**src/sv/online_mean_variance_stats_core_defines.svh**
```systemverilog
// Assertion shorthands for the statistics core
`ifndef ONLINE_MEAN_VARIANCE_STATS_CORE_DEFINES_SVH
`define ONLINE_MEAN_VARIANCE_STATS_CORE_DEFINES_SVH

// Same-cycle implication, checked on every clock out of reset
`define OMVS_ASSERT_IMP(lbl, ante, cons, msg) \
  lbl: assert property (@(posedge clk) disable iff (!rst_n) (ante) |-> (cons)) else $error(msg);

// Next-cycle implication, checked on every clock out of reset
`define OMVS_ASSERT_NXT(lbl, ante, cons, msg) \
  lbl: assert property (@(posedge clk) disable iff (!rst_n) (ante) |=> (cons)) else $error(msg);

`endif

```
**src/sv/omvs_pkg.sv**
```systemverilog
package omvs_pkg;

  localparam int unsigned CNT_W   = 25;
  localparam int unsigned MEAN_W  = 50;
  localparam int unsigned MAG_W   = 49;
  localparam int unsigned DIV_NW  = 64;
  localparam int unsigned DIV_DW  = 29;
  localparam logic [16:0] Z95_Q16 = 17'd128451;
  localparam logic [6:0]  CONV_FACTOR = 7'd100;
  localparam logic [24:0] ITER_RESET = 25'd10000;

  typedef enum logic [4:0] {
    ST_IDLE, ST_STEP_GO, ST_STEP_WAIT, ST_MEAN, ST_MUL_GO, ST_MUL_WAIT, ST_ACC,
    ST_VAR_GO, ST_VAR_WAIT, ST_SIG_GO, ST_SIG_WAIT, ST_RN_GO, ST_RN_WAIT,
    ST_HW_MUL, ST_HW_GO, ST_HW_WAIT, ST_EMIT
  } state_t;

  typedef struct packed {
    logic load;
    logic div_step;
    logic mean_upd;
    logic mul_go;
    logic acc;
    logic div_var;
    logic sig_zero;
    logic sig_sat;
    logic sqrt_sig;
    logic sig_take;
    logic sqrt_rn;
    logic rn_take;
    logic hw_mul;
    logic div_hw;
    logic emit;
  } cmd_t;

  typedef struct packed {
    logic div_done;
    logic sqrt_done;
    logic mul_done;
    logic run_end;
    logic multi;
    logic var_big;
  } sts_t;

endpackage

```
**src/sv/omvs_ctrl.sv**
```systemverilog
module omvs_ctrl import omvs_pkg::*; (
  input  logic clk,
  input  logic rst_n,
  input  logic start,
  input  sts_t sts,
  output cmd_t cmd,
  output logic busy
);
  state_t state_r, state_nxt;

  always_ff @(posedge clk) begin
    if (!rst_n) state_r <= ST_IDLE;
    else        state_r <= state_nxt;
  end

  // Next state
  always_comb begin
    state_nxt = state_r;
    case (state_r)
      ST_IDLE:      if (start) state_nxt = ST_STEP_GO;
      ST_STEP_GO:   state_nxt = ST_STEP_WAIT;
      ST_STEP_WAIT: if (sts.div_done) state_nxt = ST_MEAN;
      ST_MEAN:      state_nxt = ST_MUL_GO;
      ST_MUL_GO:    state_nxt = ST_MUL_WAIT;
      ST_MUL_WAIT:  if (sts.mul_done) state_nxt = ST_ACC;
      ST_ACC:       state_nxt = sts.run_end ? ST_VAR_GO : ST_IDLE;
      ST_VAR_GO:    state_nxt = sts.multi ? ST_VAR_WAIT : ST_RN_GO;
      ST_VAR_WAIT:  if (sts.div_done) state_nxt = ST_SIG_GO;
      ST_SIG_GO:    state_nxt = sts.var_big ? ST_RN_GO : ST_SIG_WAIT;
      ST_SIG_WAIT:  if (sts.sqrt_done) state_nxt = ST_RN_GO;
      ST_RN_GO:     state_nxt = ST_RN_WAIT;
      ST_RN_WAIT:   if (sts.sqrt_done) state_nxt = ST_HW_MUL;
      ST_HW_MUL:    state_nxt = ST_HW_GO;
      ST_HW_GO:     state_nxt = ST_HW_WAIT;
      ST_HW_WAIT:   if (sts.div_done) state_nxt = ST_EMIT;
      ST_EMIT:      state_nxt = ST_IDLE;
      default:      state_nxt = ST_IDLE;
    endcase
  end

  // Datapath commands
  always_comb begin
    cmd  = '0;
    busy = state_r != ST_IDLE;
    case (state_r)
      ST_IDLE:     cmd.load = start;
      ST_STEP_GO:  cmd.div_step = 1'b1;
      ST_MEAN:     cmd.mean_upd = 1'b1;
      ST_MUL_GO:   cmd.mul_go = 1'b1;
      ST_ACC:      cmd.acc = 1'b1;
      ST_VAR_GO: begin
        cmd.div_var  = sts.multi;
        cmd.sig_zero = !sts.multi;
      end
      ST_SIG_GO: begin
        cmd.sig_sat  = sts.var_big;
        cmd.sqrt_sig = !sts.var_big;
      end
      ST_SIG_WAIT: cmd.sig_take = sts.sqrt_done;
      ST_RN_GO:    cmd.sqrt_rn = 1'b1;
      ST_RN_WAIT:  cmd.rn_take = sts.sqrt_done;
      ST_HW_MUL:   cmd.hw_mul = 1'b1;
      ST_HW_GO:    cmd.div_hw = 1'b1;
      ST_EMIT:     cmd.emit = 1'b1;
      default:     cmd = '0;
    endcase
  end
endmodule

```
**config.mk**
```make
export PLATFORM = sky130hd
export DESIGN_NAME = omvs_ctrl
export DESIGN_NICKNAME = d
export VERILOG_FILES = /design/src/sv/online_mean_variance_stats_core_defines.svh /design/src/sv/omvs_pkg.sv /design/src/sv/omvs_ctrl.sv
export SDC_FILE = /design/constraint.sdc
export NUM_CORES = 1
export LEC_CHECK = 0
export BUFFER_PORTS_ARGS = -buffer_cell sky130_fd_sc_hd__buf_2
export CELL_PAD_IN_SITES_DETAIL_PLACEMENT = 0
export CELL_PAD_IN_SITES_GLOBAL_PLACEMENT = 1
export CORE_MARGIN = 8
export CORE_UTILIZATION = 34
export CTS_BUF_LIST = sky130_fd_sc_hd__clkbuf_2 sky130_fd_sc_hd__clkbuf_4 sky130_fd_sc_hd__clkbuf_8
export CTS_CLUSTER_DIAMETER = 50
export CTS_CLUSTER_SIZE = 28
export DETAILED_ROUTE_END_ITERATION = 10
export PLACE_DENSITY_LB_ADDON = 0.12
export REMOVE_ABC_BUFFERS = 1
export SLEW_MARGIN = 0
export SYNTH_ARGS = -nofsm -noshare
export SYNTH_HDL_FRONTEND = slang
export SYNTH_SLANG_ARGS = --single-unit
```
**constraint.sdc**
```tcl
create_clock -name clk -period 4.45 [get_ports clk]
set_input_delay 0.89 -clock clk [delete_from_list [all_inputs] [get_ports clk]]
set_output_delay 0.89 -clock clk [all_outputs]
set_load 0.005 [all_outputs]
```
# Word-level counts from Yosys, hierarchy flattened
# Index checks and enable logic that the tools add are counted.
# Widths: inputs -> output; s select.
[totals]
register_bits = 5
latchBits = 0
ramBits = 0
mem_bits_ro = 0
word_cells = 53
memories = 0
[classes]
n_addsub = 0
n_mul = 0
div = 0
order_cmp = 0
n_eq_ne = 23
shifts = 0
muxes = 24
bitwise_logic = 0
n_reduce_logical = 5
[ops]
columns = ["cell", "n"]
rows = [
  ["$pmux 5 s16", 1],
  ["$eq 5x4->1 const B", 8],
  ["$mux 5", 7],
  ["$eq 5x3->1 const B", 4],
  ["$ne 2x2->1 const B", 7],
  ["$mux 1", 12],
  ["$eq 5x2->1 const B", 2],
  ["$reduce_and 7->1", 1],
  ["$mux 2", 3],
  ["$eq 5x1->1 const B", 1],
  ["$eq 5x5->1 const B", 1],
  ["$logic_not 5->1", 1],
  ["$reduce_bool 5->1", 1],
  ["$mux 3", 1],
  ["$logic_not 1->1", 2],
]

# Logic depth before layout (Yosys ltp)
# Gate-level depths: netlist of the first run.
[logic_depth]
depth_word = 3
depth_mapped = 6
mapped_depth_nobuf = 4

# Worst setup path after synthesis of the first run
# Ideal clock, no wire load.
[synth_timing]
kind = "reg2out"
from = "register state_r[2]"
to = "output port cmd[3] (netlist name)"
arrival_time_ns = 1.217
t_required_ns = 3.560
slack_ns = 2.343
path_stages_with_launch = 5
cell_sequence = "dfxtp_1 -> buf_4 -> clkbuf_1 -> nand3b_1 -> nor4b_1"
[synth_rtl]
columns = ["item", "line_no", "rtl"]
rows = [
  ["start: declaration", "omvs_ctrl.sv:9", "state_t state_r, state_nxt;"],
  ["start signal: assignment", "omvs_ctrl.sv:13", "else state_r <= state_nxt;"],
  ["end: declaration", "omvs_ctrl.sv:6", "output cmd_t cmd,"],
]

==> out/qor.txt, run 1 <==
==========================================================================================
Status                                                                           completed
Number of different library cells in the post-synthesis netlist                         32
Detailed Route Iter0 Violations                                                          4
Final setup TNS                                                                       0 ps
TritonCTS Sinks                                                                          5
Largest register FFs                                                                     5
Fraction of synthesis flops using an asynchronous set or reset pin                      0%
Final-layout worst hold slack                                                       722 ps
Pwr dens                                                                       437 nW/um^2
Relative slew slack                                                                  58.9%
Synthesized flop and latch total                                                         5
Routed wirelength normalized by instance count                                     15.1 um
Post-Route WL                                                                      1.60 mm
Detailed-placement wirelength estimate                                             1.19 mm
Die Ht                                                                             55.4 um
Slew at the pin closest to its max-slew limit                                       615 ps
Layout Cell Area excl Fill                                                        652 um^2
Cell count after synthesis                                                              70
Antenna violations before repair                                                         0
Final setup violation count                                                              0
Synth warn                                                                               0
Critical path launch point                                                      state_r[2]
Number of synthesized flops with an enable pin                                           0
Leakage power summed over all cells                                               0.317 nW
H-Tree Depth                                                                             1
Post-DP Area                                                                      622 um^2
RSZ-0062 raised after global routing                                                    no
Clock buffer depth                                                                       2
Max-cap violations                                                                       0
Type of the worst min-delay path                                              flop to flop
Post-synthesis compound-gate area fraction                                           18.5%
DP Cell Count                                                                          102
Non-filler cells, final                                                                106
Overall Global Routing Usage                                                         10.0%
Area Growth Syn to Fin                                                               23.5%
Final Util                                                                           43.8%
Min setup slack post-route                                                         1620 ps
Dominant combinational cell family by area after synthesis                    simple AND/OR/NAND/NOR gates
Data arrival, critical path                                                        1940 ps
Cell chosen for the clock root                                                sky130_fd_sc_hd__clkbuf_4
Number of design rule violations left after detail routing                               0
Fin crit share                                                                       63.6%
Initial cell density of the core                                                     35.5%
Worst vdd rail ir drop                                                              187 uV
Highest achievable clock rate                                                      353 MHz
Post-synthesis sequential area ratio                                                 19.0%
Number of pins with negative max-slew slack in the final report                          0
Mapped cell area                                                                  528 um^2
Type of the worst setup path                                                  flop to output port
Synth Flop Type                                                               sky130_fd_sc_hd__dfxtp_1
Area leader, netlist                                                          sky130_fd_sc_hd__dfxtp_1
Biggest regs                                                                   state_r (5)
Final setup skew                                                                   2.05 ps
Post-CTS sizing                                                                          0
Shortest clock period the worst path allows after layout                           2830 ps
# port buffers                                                                          24
Number of detailed-routing iterations run before antenna repair                          4
Length in cells of the worst reg-to-reg path                                             4
Dominant cells by area after synthesis                                        sky130_fd_sc_hd__dfxtp_1 19%, sky130_fd_sc_hd__or4b_1 5.7%, sky130_fd_sc_hd__nor3_1 4.7%, sky130_fd_sc_hd__nand2_1 4.3%, sky130_fd_sc_hd__nor2_1 4.3%
Antenna cell count                                                                       0
Remaining Overflow, GRT                                                                  0
Reg-to-reg critical path startpoint                                             state_r[1]
Setup slack, reg-to-reg                                                            2490 ps
Share of Yosys cell area claimed by the top area cell type                           19.0%
CTS Hold Buffers Added                                                                   0
Top register by number of flip-flops                                               state_r
Area of combinational cells with multiple inputs                                  378 um^2
Hold violation count in the final report                                                 0
Pre-CTS setup slack                                                                1900 ps
Critical path fanouts, max                                                              18
Die footprint                                                                    3070 um^2
Weighted congestion reported at the end of routability-driven placement              0.713
IO Count                                                                                25
Reg area                                                                          100 um^2
Fillcell total                                                                         155
End of the worst register-to-register path                                      state_r[1]
Number of cell rows                                                                     14
Post CTS Setup Buffer Count                                                              0
Number of buffers created by CTS                                                         3
Final Power                                                                         285 uW
Clock latency on the worst-skew pair                                                250 ps
Share of cell area taken by muxes after synthesis                                    3.79%
TritonCTS clock tree                                                                  done
Net count reported at finish                                                           100
Commonest cells post-synth                                                    6 x sky130_fd_sc_hd__nand2_1, 6 x sky130_fd_sc_hd__nor2_1, 5 x sky130_fd_sc_hd__dfxtp_1, 5 x sky130_fd_sc_hd__nor3_1, 4 x sky130_fd_sc_hd__buf_2
Xor and xnor area share after synthesis                                              3.32%
Core region area                                                                 1490 um^2
Mapped Avg Cell Area                                                             7.54 um^2
Chip Width                                                                         55.4 um
Via Count                                                                              600
Crit end category                                                              output port
Simple logic cell fraction of the synthesized area                                   46.0%
Layout cell share with drive strength beyond 1                                       33.3%
Number of vias per cell                                                               5.66
Worst setup SP type                                                                   flop
Count of antenna-violating nets left after detailed routing                              0
Clock edge transition at the registers on the reported setup and hold paths          40 ps
Maximum number of pins on one net before global-route repair                            19
Crit path required time                                                            3560 ps
Last element of the critical path                                                   cmd[8]
Global-route wire length before repair                                             2.59 mm
Number of global-route vias before repair                                              560
Adder and majority gate portion of the synthesized area                                 0%
==========================================================================================
-- layer usage --
layer / up-vias / GRT usage, % / share of wire (%)
met3: 2 / 4.79 / 8.0
met2: 14 / 15.1 / 46
li1: 305 / - / -
met5: - / 0 / 0
met4: 0 / 5.28 / 1.2
met1: 279 / 11.3 / 45
-- cell usage in the layout (no fill, tap or decap), types with 2 or more instances in the layout --
master and count:
sky130_fd_sc_hd__nor3_1 5, sky130_fd_sc_hd__nand4_1 2, sky130_fd_sc_hd__nor4_1 3, sky130_fd_sc_hd__mux2i_1 2, sky130_fd_sc_hd__nor2_1 6, sky130_fd_sc_hd__and3_1 3
sky130_fd_sc_hd__nor4b_1 2, sky130_fd_sc_hd__nand2b_1 3, sky130_fd_sc_hd__a21oi_1 2, sky130_fd_sc_hd__xnor2_1 2, sky130_fd_sc_hd__buf_2 24, sky130_fd_sc_hd__or4b_1 3
sky130_fd_sc_hd__clkbuf_4 4, sky130_fd_sc_hd__dfxtp_1 5, sky130_fd_sc_hd__o211a_1 2, sky130_fd_sc_hd__o21ai_0 2, sky130_fd_sc_hd__nand2_1 6, sky130_fd_sc_hd__and4b_1 2
-- worst min path at each step --
stage | slack [ps] | depth (start not counted) | start | end
after CTS | 710 | 2 | state_r[0] | state_r[0]
after global routing | 740 | 2 | state_r[3] | state_r[3]
after floorplan | 610 | 2 | state_r[0] | state_r[0]
after global placement | 700 | 2 | state_r[3] | state_r[3]
final | 720 | 2 | state_r[0] | state_r[0]
after detailed placement | 700 | 2 | state_r[0] | state_r[0]
-- layout make-up --
| type | instances | share of cell area (%) |
|---|---|---|
| repair buffers | 24 | 18.4 |
| inverters | 1 | 0.576 |
| clock buffers | 4 | 4.61 |
| well taps | 16 | 3.07 |
| multi-input cells | 56 | 58.0 |
| flip-flops and latches | 5 | 15.4 |
-- cells by family after synthesis --
family                 count (synthesis)
buffers and inverters                  9
AO/OA/AOI/OAI                         12
flip-flops                             5
multiplexers                           2
XOR/XNOR                               2
AND/OR/NAND/NOR                       40
-- worst max-delay path, cell delays in order, from the launching register on --
cell                      delay [ps]
sky130_fd_sc_hd__dfxtp_1         670
sky130_fd_sc_hd__or3b_2          550
sky130_fd_sc_hd__nor3_1          290
sky130_fd_sc_hd__buf_2           180
-- where the power goes --
part | switching [mW] | total [mW] | internal, mW
clock | 0.0197 | 0.0597 | 0.0400
sequential | 0.0475 | 0.103 | 0.0553
combinational | 0.0579 | 0.122 | 0.0644
total | 0.125 | 0.285 | 0.160
Power figures use the tool's default switching activity.
==> run 2: changes to the inputs <==
--- a/config.mk
+++ b/config.mk
@@ -5,11 +5,12 @@
 export SDC_FILE = /design/constraint.sdc
 export NUM_CORES = 1
 export LEC_CHECK = 0
+export ABC_AREA = 1
 export BUFFER_PORTS_ARGS = -buffer_cell sky130_fd_sc_hd__buf_2
 export CELL_PAD_IN_SITES_DETAIL_PLACEMENT = 0
 export CELL_PAD_IN_SITES_GLOBAL_PLACEMENT = 1
 export CORE_MARGIN = 8
-export CORE_UTILIZATION = 34
+export CORE_UTILIZATION = 31
 export CTS_BUF_LIST = sky130_fd_sc_hd__clkbuf_2 sky130_fd_sc_hd__clkbuf_4 sky130_fd_sc_hd__clkbuf_8
 export CTS_CLUSTER_DIAMETER = 50
 export CTS_CLUSTER_SIZE = 28
==> constraint.sdc (replaced) <==
create_clock -name clk -period 2.8 [get_ports clk]
set_input_delay 0.56 -clock clk [delete_from_list [all_inputs] [get_ports clk]]
set_output_delay 0.56 -clock clk [all_outputs]
set_load 0.005 [all_outputs]
==> out/qor.txt, run 2 <==
==========================================================================================
Net count reported at finish                                                           149   was 100
Mapped Avg Cell Area                                                             5.47 um^2   was 7.54 um^2
Routed wirelength normalized by instance count                                     11.3 um   was 15.1 um
Leakage power summed over all cells                                               0.474 nW   was 0.317 nW
Synth warn                                                                               0   unchanged
CTS Hold Buffers Added                                                                   0   unchanged
Post CTS Setup Buffer Count                                                              0   unchanged
Post-CTS sizing                                                                          0   unchanged
Max-cap violations                                                                       0   unchanged
Antenna cell count                                                                       0   unchanged
Core region area                                                                 1920 um^2   was 1490 um^2
Commonest cells post-synth                                                    25 x sky130_fd_sc_hd__nand2_1, 20 x sky130_fd_sc_hd__inv_1, 15 x sky130_fd_sc_hd__nor2_1   was 6 x sky130_fd_sc_hd__nand2_1, 6 x sky130_fd_sc_hd__nor2_1, 5 x sky130_fd_sc_hd__dfxtp_1, 5 x sky130_fd_sc_hd__nor3_1, 4 x sky130_fd_sc_hd__buf_2
Critical path fanouts, max                                                              12   was 18
Final setup TNS                                                                       0 ps   unchanged
Final setup skew                                                                  0.481 ps   was 2.05 ps
Synth Flop Type                                                               sky130_fd_sc_hd__dfxtp_1   unchanged
Die Ht                                                                             60.7 um   was 55.4 um
Via Count                                                                              744   was 600
Overall Global Routing Usage                                                         10.8%   was 10.0%
Number of design rule violations left after detail routing                               0   unchanged
IO Count                                                                                25   unchanged
Mapped cell area                                                                  618 um^2   was 528 um^2
TritonCTS clock tree                                                                  done   unchanged
Weighted congestion reported at the end of routability-driven placement              0.811   was 0.713
RSZ-0062 raised after global routing                                                    no   unchanged
TritonCTS Sinks                                                                          5   unchanged
Number of vias per cell                                                               4.48   was 5.66
Initial cell density of the core                                                     32.2%   was 35.5%
Reg area                                                                          100 um^2   unchanged
Number of cell rows                                                                     16   was 14
Remaining Overflow, GRT                                                                  0   unchanged
Number of different library cells in the post-synthesis netlist                         19   was 32
Data arrival, critical path                                                        1470 ps   was 1940 ps
Fin crit share                                                                       72.6%
Maximum number of pins on one net before global-route repair                            13   was 19
Chip Width                                                                         60.7 um   was 55.4 um
Die footprint                                                                    3680 um^2   was 3070 um^2
Layout cell share with drive strength beyond 1                                       32.4%   was 33.3%
Pwr dens                                                                       647 nW/um^2   was 437 nW/um^2
Area leader, netlist                                                          sky130_fd_sc_hd__dfxtp_1   unchanged
Commonest non-fill, non-tap cells in the layout                               25 x sky130_fd_sc_hd__nand2_1, 24 x sky130_fd_sc_hd__buf_2, 20 x sky130_fd_sc_hd__inv_1   was 24 x sky130_fd_sc_hd__buf_2, 6 x sky130_fd_sc_hd__nor2_1, 6 x sky130_fd_sc_hd__nand2_1
Number of buffers created by CTS                                                         3   unchanged
Top register by number of flip-flops                                               state_r   unchanged
Worst vdd rail ir drop                                                              352 uV   was 187 uV
Post-synthesis sequential area ratio                                                 16.2%   was 19.0%
Most common cell after layout, fill and taps aside                            sky130_fd_sc_hd__nand2_1   was sky130_fd_sc_hd__buf_2
Status                                                                           completed   unchanged
Non-filler cells, final                                                                166   was 106
# port buffers                                                                          24   unchanged
Type of the worst setup path                                                  flop to output port   unchanged
Met1 layer usage reported by global route                                            12.7%   was 11.3%
Dominant cells by area after synthesis                                        sky130_fd_sc_hd__dfxtp_1 16%, sky130_fd_sc_hd__nand2_1 15%, sky130_fd_sc_hd__inv_1 12%, sky130_fd_sc_hd__nand3_1 11%, sky130_fd_sc_hd__nor2_1 9.1%   was sky130_fd_sc_hd__dfxtp_1 19%, sky130_fd_sc_hd__or4b_1 5.7%, sky130_fd_sc_hd__nor3_1 4.7%, sky130_fd_sc_hd__nand2_1 4.3%, sky130_fd_sc_hd__nor2_1 4.3%
Detailed Route Iter0 Violations                                                         15   was 4
Crit end category                                                              output port   unchanged
Worst setup SP type                                                                   flop   unchanged
DP Cell Count                                                                          162   was 102
Crit path required time                                                            2240 ps   was 3560 ps
Clock latency on the worst-skew pair                                                240 ps   was 250 ps
Global-route wire length before repair                                             3.02 mm   was 2.59 mm
Met2 usage in global routing                                                         18.6%   was 15.1%
Highest achievable clock rate                                                      492 MHz
Clock edge transition at the registers on the reported setup and hold paths          40 ps   about the same
Share of Yosys cell area claimed by the top area cell type                           16.2%   was 19.0%
Global routing usage on met3                                                         1.06%   was 4.79%
Detailed-placement wirelength estimate                                             1.59 mm   was 1.19 mm
Post-Route WL                                                                      1.87 mm   was 1.60 mm
Fraction of synthesis flops using an asynchronous set or reset pin                      0%   unchanged
Relative slew slack                                                                  72.5%   was 58.9%
Cell chosen for the clock root                                                sky130_fd_sc_hd__clkbuf_4   unchanged
Antenna violations before repair                                                         0   unchanged
Final-layout worst hold slack                                                       551 ps   was 722 ps
Shortest clock period the worst path allows after layout                           2030 ps
Final setup violation count                                                              0   unchanged
Area of combinational cells with multiple inputs                                  402 um^2   was 378 um^2
Number of global-route vias before repair                                              702   was 560
Cell count after synthesis                                                             113   was 70
Number of pins with negative max-slew slack in the final report                          0   unchanged
H-Tree Depth                                                                             1   unchanged
Global-route layer with the greatest usage                                            met2   unchanged
Largest register FFs                                                                     5   unchanged
Number of detailed-routing iterations run before antenna repair                          4   unchanged
Type of the worst min-delay path                                              flop to flop   unchanged
Hold violation count in the final report                                                 0   unchanged
Count of antenna-violating nets left after detailed routing                              0   unchanged
Biggest regs                                                                   state_r (5)   unchanged
Synthesized flop and latch total                                                         5   unchanged
Most frequently used cell type in the post-synthesis netlist                  sky130_fd_sc_hd__nand2_1
Slew at the pin closest to its max-slew limit                                       412 ps   was 615 ps
Clock buffer depth                                                                       2   unchanged
Fillcell total                                                                         248   was 155
Area Growth Syn to Fin                                                               26.7%   was 23.5%
Number of synthesized flops with an enable pin                                           0   unchanged
==========================================================================================
run 2: changes by cell type after synthesis, sizes merged, moves of 3 or more:
cell,delta
nor2,+16
nand2b,-3
nand3,+16
or4b,-3
buf,-4
nand2,+22
and3,-3
a21oi,+3
inv,+24
nor4,-3
run 2: metrics by stage:
step                      util [%]  total power [mW]  area [um^2]  worst slack (ps)
after floorplan                  -             0.328          599              1270
after global placement        39.2             0.425          753              1050
after detailed placement      39.2             0.422          753              1020
after CTS                     40.8             0.519          783               751
after global routing          40.8             0.560          783               616
final                         40.8             0.507          783               767
run 2: area by class of cell:
type,count,area share (%)
flip-flops and latches,5,12.8
repair buffers,24,15.3
well taps,27,4.31
inverters,26,12.5
multi-input cells,80,51.3
clock buffers,4,3.83
run 2: power by group:
group          switching (mW)  internal (mW)  total, mW
Combinational           0.194          0.105      0.299
Sequential             0.0293         0.0873      0.117
Clock                  0.0280         0.0634     0.0914
Total                   0.251          0.256      0.507
run 2: per-layer routing:
metal,vias to the layer above,wire length [um]
li1,406,-
met1,316,860
met2,20,894
met3,2,100
met4,0,14
met5,-,0
run 2: worst max-delay path: stages (launching register included):
cell                      delay [ps]
sky130_fd_sc_hd__dfxtp_1         310
sky130_fd_sc_hd__inv_1           290
sky130_fd_sc_hd__nand2_1         110
sky130_fd_sc_hd__nor2_2          220
sky130_fd_sc_hd__nand2_1         100
sky130_fd_sc_hd__nor2_1           90
sky130_fd_sc_hd__buf_2           120
run 2: worst paths after layout:
kind / startpoint / end / slack (ps) / depth (start not counted)
max: state_r[4] / cmd[5] / 770 / 6
min: state_r[0] / state_r[0] / 550 / 2
max reg2reg: state_r[4] / state_r[0] / 1220 / 9
min reg2reg: state_r[0] / state_r[0] / 550 / 2
run 2: logic make-up after synthesis:
logic type / after synthesis / synth area share [%]
buffers and inverters: 28 / 18.8
AND/OR/NAND/NOR: 73 / 58.3
flip-flops: 5 / 16.2
AO/OA/AOI/OAI: 7 / 6.68
==> run 3: changes to the inputs <==
==> constraint.sdc (replaced) <==
create_clock -name clk -period 1.9 [get_ports clk]
set_input_delay 0.38 -clock clk [delete_from_list [all_inputs] [get_ports clk]]
set_output_delay 0.38 -clock clk [all_outputs]
set_load 0.005 [all_outputs]
==> out/qor.txt, run 3 (synthesis gave the netlist of run 2 again) <==
==========================================================================================
# port buffers                                                                          24   unchanged
Area Growth Syn to Fin                                                               31.2%   was 26.7%
Status                                                                           completed   unchanged
TritonCTS Sinks                                                                          5   unchanged
Post-Route WL                                                                      1.85 mm   was 1.87 mm
Detailed-placement wirelength estimate                                             1.59 mm   about the same
Data arrival, critical path                                                        1330 ps   was 1470 ps
Antenna cell count                                                                       0   unchanged
Clock buffer depth                                                                       2   unchanged
Commonest non-fill, non-tap cells in the layout                               25 x sky130_fd_sc_hd__nand2_1, 24 x sky130_fd_sc_hd__buf_2, 19 x sky130_fd_sc_hd__inv_1   was 25 x sky130_fd_sc_hd__nand2_1, 24 x sky130_fd_sc_hd__buf_2, 20 x sky130_fd_sc_hd__inv_1
Number of detailed-routing iterations run before antenna repair                          4   unchanged
Core region area                                                                 1920 um^2   unchanged
Chip Width                                                                         60.7 um   unchanged
Pwr dens                                                                       952 nW/um^2   was 647 nW/um^2
Die footprint                                                                    3680 um^2   unchanged
Type of the worst min-delay path                                              primary input to flop   was flop to flop
Overall Global Routing Usage                                                         10.6%   was 10.8%
Crit path required time                                                            1520 ps   was 2240 ps
Fillcell total                                                                         235   was 248
Number of cell rows                                                                     16   unchanged
Hold violation count in the final report                                                 0   unchanged
Highest achievable clock rate                                                      583 MHz
Final setup TNS                                                                       0 ps   unchanged
Global-route wire length before repair                                             3.01 mm   was 3.02 mm
Final setup skew                                                                   3.91 ps   was 0.481 ps
Clock edge transition at the registers on the reported setup and hold paths          40 ps   about the same
IO Count                                                                                25   unchanged
Cell chosen for the clock root                                                sky130_fd_sc_hd__clkbuf_4   unchanged
Pre-CTS setup slack                                                                 310 ps   was 1020 ps
Count of antenna-violating nets left after detailed routing                              0   unchanged
Maximum number of pins on one net before global-route repair                            13   unchanged
Routed wirelength normalized by instance count                                     11.0 um   was 11.3 um
Fin crit share                                                                       90.2%
TritonCTS clock tree                                                                  done   unchanged
Final setup violation count                                                              0   unchanged
Most common cell after layout, fill and taps aside                            sky130_fd_sc_hd__nand2_1   unchanged
Layout Cell Area excl Fill                                                        811 um^2   was 783 um^2
Weighted congestion reported at the end of routability-driven placement              0.773   was 0.811
Detailed Route Iter0 Violations                                                         10   was 15
Via Count                                                                              766   was 744
Leakage power summed over all cells                                               0.487 nW   was 0.474 nW
Number of design rule violations left after detail routing                               0   unchanged
Number of vias per cell                                                               4.53   was 4.48
Top register by number of flip-flops                                               state_r   unchanged
Number of buffers created by CTS                                                         3   unchanged
Critical path fanouts, max                                                               7   was 12
Final Power                                                                         772 uW   was 507 uW
Number of global-route vias before repair                                              709   was 702
Biggest regs                                                                   state_r (5)   unchanged
Type of the worst setup path                                                  flop to output port   unchanged
Remaining Overflow, GRT                                                                  0   unchanged
DP Cell Count                                                                          163   was 162
RSZ-0062 raised after global routing                                                    no   unchanged
Non-filler cells, final                                                                169   was 166
CTS Hold Buffers Added                                                                   0   unchanged
Clock latency on the worst-skew pair                                                240 ps   about the same
Min setup slack post-route                                                          186 ps   was 767 ps
Shortest clock period the worst path allows after layout                           1710 ps
Antenna violations before repair                                                         0   unchanged
Die Ht                                                                             60.7 um   unchanged
Relative slew slack                                                                  80.4%   was 72.5%
Crit end category                                                              output port   unchanged
Largest register FFs                                                                     5   unchanged
Post-DP Area                                                                      761 um^2   was 753 um^2
Critical path launch point                                                      state_r[3]   was state_r[4]
Number of pins with negative max-slew slack in the final report                          0   unchanged
Worst setup SP type                                                                   flop   unchanged
H-Tree Depth                                                                             1   unchanged
Max-cap violations                                                                       0   unchanged
Slew at the pin closest to its max-slew limit                                       293 ps   was 412 ps
Worst vdd rail ir drop                                                              544 uV   was 352 uV
Initial cell density of the core                                                     32.2%   unchanged
Start point of the worst min-delay path                                              rst_n   was state_r[0]
Net count reported at finish                                                           152   was 149
Reg-to-reg critical path startpoint                                             state_r[4]   unchanged
Layout cell share with drive strength beyond 1                                       35.2%   was 32.4%
==========================================================================================
run 3: cell count changes in the layout (fill, tap and decap cells not counted):
cell,change
sky130_fd_sc_hd__buf_4,+3
sky130_fd_sc_hd__clkinvlp_4,+1
sky130_fd_sc_hd__dfxtp_1,-1
sky130_fd_sc_hd__dfxtp_2,+1
sky130_fd_sc_hd__inv_1,-1
run 3: final cells by class:
cell class              count  area, um^2  area share, %
inverters                  26         101           12.5
clock buffers               4        30.0           3.70
multi-input cells          80         402           49.5
well taps                  27        33.8           4.17
flip-flops and latches      5         101           12.5
repair buffers             27         143           17.6
run 3: metrics by stage:
stage	util, %	hold slack (ps)
6_report	42.2	428
5_1_grt	42.2	440
4_1_cts	41.1	426
3_5_place_dp	39.6	549
3_3_place_gp	39.6	544
2_1_floorplan	-	513
run 3: worst paths after layout:
check / to / slack, ps / cells after the start
hold / removal: state_r[2] / 430 / 3
setup / recovery: cmd[4] / 190 / 5
setup reg to reg: state_r[1] / 440 / 8
hold reg to reg: state_r[0] / 550 / 2
run 3: power breakdown:
| part | internal, mW | switching [mW] |
|---|---|---|
| sequential | 0.129 | 0.0442 |
| clock | 0.0937 | 0.0445 |
| combinational | 0.174 | 0.286 |
run 3: repair_timing:
item	4_1_cts	5_1_grt
buffers inserted	0	2
resized for setup	0	2
setup endpoints to repair	0	8
run 3: layer usage:
layer  up-vias  part of all wire, %  wire length [um]  global-route usage (%)
li1        411                    -                 -                       -
met1       332                   44               813                    12.3
met4         0                  1.5                27                    3.99
met5         -                    0                 0                       0
met2        20                   47               878                    18.7
met3         3                  7.3               136                    1.91
run 3: worst max-delay path, cell delays in order (launching register included):
cell	delay, ps
sky130_fd_sc_hd__dfxtp_1	480
sky130_fd_sc_hd__nand2_1	110
sky130_fd_sc_hd__nor2_2	190
sky130_fd_sc_hd__inv_1	90
sky130_fd_sc_hd__nor2_1	90
sky130_fd_sc_hd__buf_2	120
